### src/sv/hsf_pkg.sv
// Package with widths, latencies and sideband types for the spring force pipeline.
package hsf_pkg;

  localparam int unsigned CoordW   = 32;
  localparam int unsigned CfgW     = 31;
  localparam int unsigned MagW     = 33;
  localparam int unsigned SumW     = 66;
  localparam int unsigned RootW    = 35;
  localparam int unsigned TrialW   = 70;
  localparam int unsigned QuoW     = 31;
  localparam int unsigned DivRemW  = 35;
  localparam int unsigned DivLat   = 32;
  localparam int unsigned ForceMW  = 50;
  localparam int unsigned HalfMW   = 25;
  localparam int unsigned PartW    = 56;
  localparam int unsigned FullW    = 81;
  localparam int unsigned FracShft = 30;

  localparam logic [7:0] RegRestLength    = 8'd0;
  localparam logic [7:0] RegSpringConst   = 8'd1;

  typedef struct packed {
    logic [2:0]         neg_d;
    logic               neg_stretch;
    logic               zero_len;
    logic [ForceMW-1:0] mag;
  } side_t;

endpackage

### src/sv/hsf_divider.sv
// Pipelined restoring divider: quotient of (num << 30) / den, one bit per stage.
module hsf_divider (
  input  logic                                 clk_i,
  input  logic                                 en_i,
  input  logic [hsf_pkg::MagW-1:0]             num_i,
  input  logic [hsf_pkg::RootW-1:0]            den_i,
  output logic [hsf_pkg::QuoW-1:0]             quo_o
);

  logic [hsf_pkg::DivRemW-1:0] rem_q [hsf_pkg::DivLat];
  logic [hsf_pkg::QuoW-1:0]    quo_q [hsf_pkg::DivLat];
  logic [hsf_pkg::RootW-1:0]   den_q [hsf_pkg::DivLat];
  logic                        lsb_q [hsf_pkg::DivLat];

  always_ff @(posedge clk_i) begin
    if (en_i) begin
      rem_q[0] <= hsf_pkg::DivRemW'(num_i >> 1);
      lsb_q[0] <= num_i[0];
      quo_q[0] <= '0;
      den_q[0] <= den_i;
    end
  end

  for (genvar k = 1; k < hsf_pkg::DivLat; k++) begin : g_step
    logic [hsf_pkg::DivRemW:0] shifted;
    logic                      take;
    assign shifted = {rem_q[k-1], (k == 1) ? lsb_q[k-1] : 1'b0};
    assign take    = shifted >= {1'b0, den_q[k-1]};
    always_ff @(posedge clk_i) begin
      if (en_i) begin
        rem_q[k] <= take ? hsf_pkg::DivRemW'(shifted - {1'b0, den_q[k-1]})
                         : hsf_pkg::DivRemW'(shifted);
        quo_q[k] <= {quo_q[k-1][hsf_pkg::QuoW-2:0], take};
        lsb_q[k] <= 1'b0;
        den_q[k] <= den_q[k-1];
      end
    end
  end

  assign quo_o = quo_q[hsf_pkg::DivLat-1];

endmodule

### config.mk
export PLATFORM = sky130hd
export DESIGN_NAME = hsf_divider
export DESIGN_NICKNAME = d
export VERILOG_FILES = /design/src/sv/hsf_pkg.sv /design/src/sv/hsf_divider.sv
export SDC_FILE = /design/constraint.sdc
export NUM_CORES = 2
export LEC_CHECK = 0
export BUFFER_PORTS_ARGS = -buffer_cell sky130_fd_sc_hd__buf_4
export CORE_MARGIN = 4
export CORE_UTILIZATION = 35
export CTS_CLUSTER_DIAMETER = 120
export DETAILED_ROUTE_END_ITERATION = 8
export SETUP_SLACK_MARGIN = 0.5
export SKIP_LAST_GASP = 1
export SYNTH_ARGS = -nofsm -noshare
export SYNTH_HDL_FRONTEND = slang
export SYNTH_SLANG_ARGS = --single-unit
### constraint.sdc
create_clock -name clk_i -period 4.4 [get_ports clk_i]
set_input_delay 0.22 -clock clk_i [delete_from_list [all_inputs] [get_ports clk_i]]
set_output_delay 0.22 -clock clk_i [all_outputs]
set_load 0.02 [all_outputs]
==> results.sh <==
export IMPL_status="completed"
export IMPL_row_count=238
export IMPL_drt_pass1_iterations=6
export IMPL_r2r_cells=13
export IMPL_grt_max_degree=167
export IMPL_max_freq_mhz=263
export IMPL_p_total_mw=125
export IMPL_synth_nets=14200
export IMPL_start_util_pct=35.2
export IMPL_cp_start_kind="flip-flop"
export IMPL_tritoncts="done"
export IMPL_dp_slack_ns=0.218
export IMPL_worst_pin_slew_ns=1.01
export IMPL_dieArea_sq_mm=0.434
export IMPL_track_usage_pct=15.0
export IMPL_cts_htree_levels=5
export IMPL_insertion_delay_ns=0.93
export IMPL_required_ns=5.01
export IMPL_path_clk_slew_ns=0.06
export IMPL_area_growth_pct=14.5
export IMPL_place_area_sq_mm=0.157
export IMPL_setup_viol=0
export IMPL_netlist_instances=13100
export IMPL_leakagePower_nw=69.0
export IMPL_maxCapViolations=0
export IMPL_routedWlPerCell_um=17.5
export IMPL_gp_congestion=0.936
export IMPL_dp_hpwl_um=252000
export IMPL_worstPathArrival_ns=4.40
export IMPL_async_flop_share_pct=0
export IMPL_synth_ff_type="edfxtp_1"
export IMPL_place_port_buffers=100
export IMPL_clockBufferDepth=4
export IMPL_drtAntennaViolNets=0
export IMPL_hold_viol=0
export IMPL_num_vias=98500
export IMPL_min_period_ns=3.80
export IMPL_critical_path_reg2reg_startpoint="den_q[2][35]"
export IMPL_synth_avg_cell_area_sq_um=11.3
export IMPL_finalCritPeriodShare_pct=86.3
export IMPL_cts_sinks=2664
export IMPL_num_nets_final=14700
export IMPL_grt_pass1_wl_um=526000
export IMPL_path_class="reg2reg"
export IMPL_drive_above_1_share_pct=9.60
export IMPL_viasPerCell=5.06
export IMPL_peakVddDrop_v=0.000436
export IMPL_synth_area_sq_mm=0.148
export IMPL_yosys_warnings=0
export IMPL_slew_viol_final=0
export IMPL_critPathLaunch="den_q[2][35]"
export IMPL_synth_cell_types=98
export IMPL_grt_remaining_overflow=0
export IMPL_wirelength_um=340000
export IMPL_die_x_um=658
export IMPL_core_sq_mm=0.421
export IMPL_stdcell_area_sq_mm=0.170
export IMPL_end_kind="flip-flop"
export IMPL_grt_setup_unrepaired="yes"
export IMPL_endpoint="rem_q[10][26]"
export IMPL_worstPathMaxFanout=4
export IMPL_nFillCells=39800
export IMPL_final_cell_mix="edfxtp_1, inv_1, a21oi_1"
export IMPL_die_h_um=658
export IMPL_worst_slack_ns=0.604
export IMPL_reg2reg_slack_ns=0.60
export IMPL_cts_root_buf="clkbuf_16"
export IMPL_io_pins=101
export IMPL_grt_pass1_vias=96400
export IMPL_synth_edf_count=2664
export IMPL_slew_headroom_pct=32.3
export IMPL_hold_path_startpoint="num_i[0]"
export IMPL_antenna_found_initial=9
export IMPL_yosys_register_bits=2664
export IMPL_r2r_end="rem_q[10][26]"
export IMPL_layout_commonest_cell="edfxtp_1"
export IMPL_cts_buffers_inserted=309
export IMPL_fin_setup_tns_ns=0
export IMPL_drt_iter0_markers=6779
export IMPL_power_density_mw_per_mm2=736
export IMPL_skew_ns=0.0772
export IMPL_drc=0
export IMPL_yosysSeqAreaShare_pct=54.0
export IMPL_hp_class="in2reg"
## how the worst min path moves through the flow
stage                         endpoint  slack (ns)  depth (start not counted)
final                         lsb_q[0]         0.1                          2
after floorplan            den_q[0][0]        0.32                          0
after CTS                     lsb_q[0]        0.01                          2
after global routing          lsb_q[0]        0.03                          2
after global placement    rem_q[0][29]        0.40                          1
after detailed placement  den_q[0][28]        0.40                          1
## power breakdown
| group | switching [mW] | internal, mW | leakage (nW) |
|---|---|---|---|
| Sequential | 4.46 | 37.6 | 26.1 |
| Combinational | 31.9 | 25.3 | 38.1 |
| Clock | 10.4 | 15.1 | 4.89 |
| Total | 46.7 | 78.1 | 69.0 |
## cell type report
class                   count  area (sq um)  share of cell area (%)
inverters                1377          5180                    3.05
flip-flops and latches   2664         80000                    47.2
diodes                      2          5.00                 0.00295
multi-input cells        8718         62500                    36.9
clock inverters           190          1960                    1.16
repair buffers            493          4790                    2.83
well taps                5640          7060                    4.16
repair inverters            1          6.26                 0.00369
clock buffers             364          8090                    4.77
## cell usage after synthesis (44+ instances only)
cell      number  share of area [%]
nor3_1       148               0.50
nor2b_1      141               0.60
nand4_1      194               0.82
a31oi_1       98               0.41
ha_1        1082                9.1
o21bai_1     140               0.71
clkbuf_1     221               0.56
o21a_1       120               0.61
a21oi_1     1195                4.0
nand3_1      202               0.68
o21ai_0      787                2.7
inv_1       1372                3.5
nand2b_1     117               0.49
nand2_1      869                2.2
xnor2_1      543                3.2
buf_2         66               0.22
mux2_2       267                2.0
o31ai_1       85               0.43
a211oi_1      44               0.22
and2_1        52               0.22
nor2_1       714                1.8
a21o_1       650                3.3
xor2_1       383                2.3
edfxtp_1    2664                 54
and3_1       102               0.43
## registers in the layout, summed over array words and instances (netlist names)
name   count
den_q   1085
rem_q   1082
lsb_q      1
quo_q    496
## stage by stage
stage               hold slack, ns  util, %  instances
floorplan                    0.319        -      13100
global placement             0.398     37.2      18700
detailed placement           0.399     37.2      18700
CTS                         0.0144     40.0      19400
global route                0.0321     40.3      19400
finish                      0.0967     40.3      19400
## per-layer routing
layer | track usage [%] | vias to the layer above | part of all wire (%)
li1 | - | 48900 | -
met4 | 6.15 | 4 | 4.5
met1 | 18.6 | 46700 | 43
met5 | 0 | - | 0.0035
met2 | 26.4 | 2217 | 49
met3 | 1.72 | 711 | 4.2
## timing repair
item                                   CTS  global route
hold buffers                           136             0
pin swaps                                9            49
setup buffers                           11            48
setup endpoints to repair              413           613
cloned                                   3            11
resized for setup                       39           112
endpoints found under the hold margin  169             0
## critical path, cell delays in order, from the launching register on
cell and delay, ns:
edfxtp_1 0.40, inv_1 0.09, fa_1 0.45, a21o_1 0.23
a21oi_4 0.21, o221ai_2 0.18, and2_1 0.20, o41a_1 0.35
o41ai_1 0.48, o21ai_1 0.24, a31oi_1 0.30, a221oi_1 0.16
xnor2_1 0.16, a21oi_1 0.09
## kinds of logic after synthesis
logic type / after synthesis / synth area share, %
compound gates: 3602 / 15.2
xor+xnor: 926 / 5.48
fa+ha+maj: 1112 / 9.55
buf+inv: 1687 / 4.39
flops: 2664 / 54.0
mux: 330 / 2.58
simple gates: 2745 / 8.77
(Power assumes the default switching activity.)
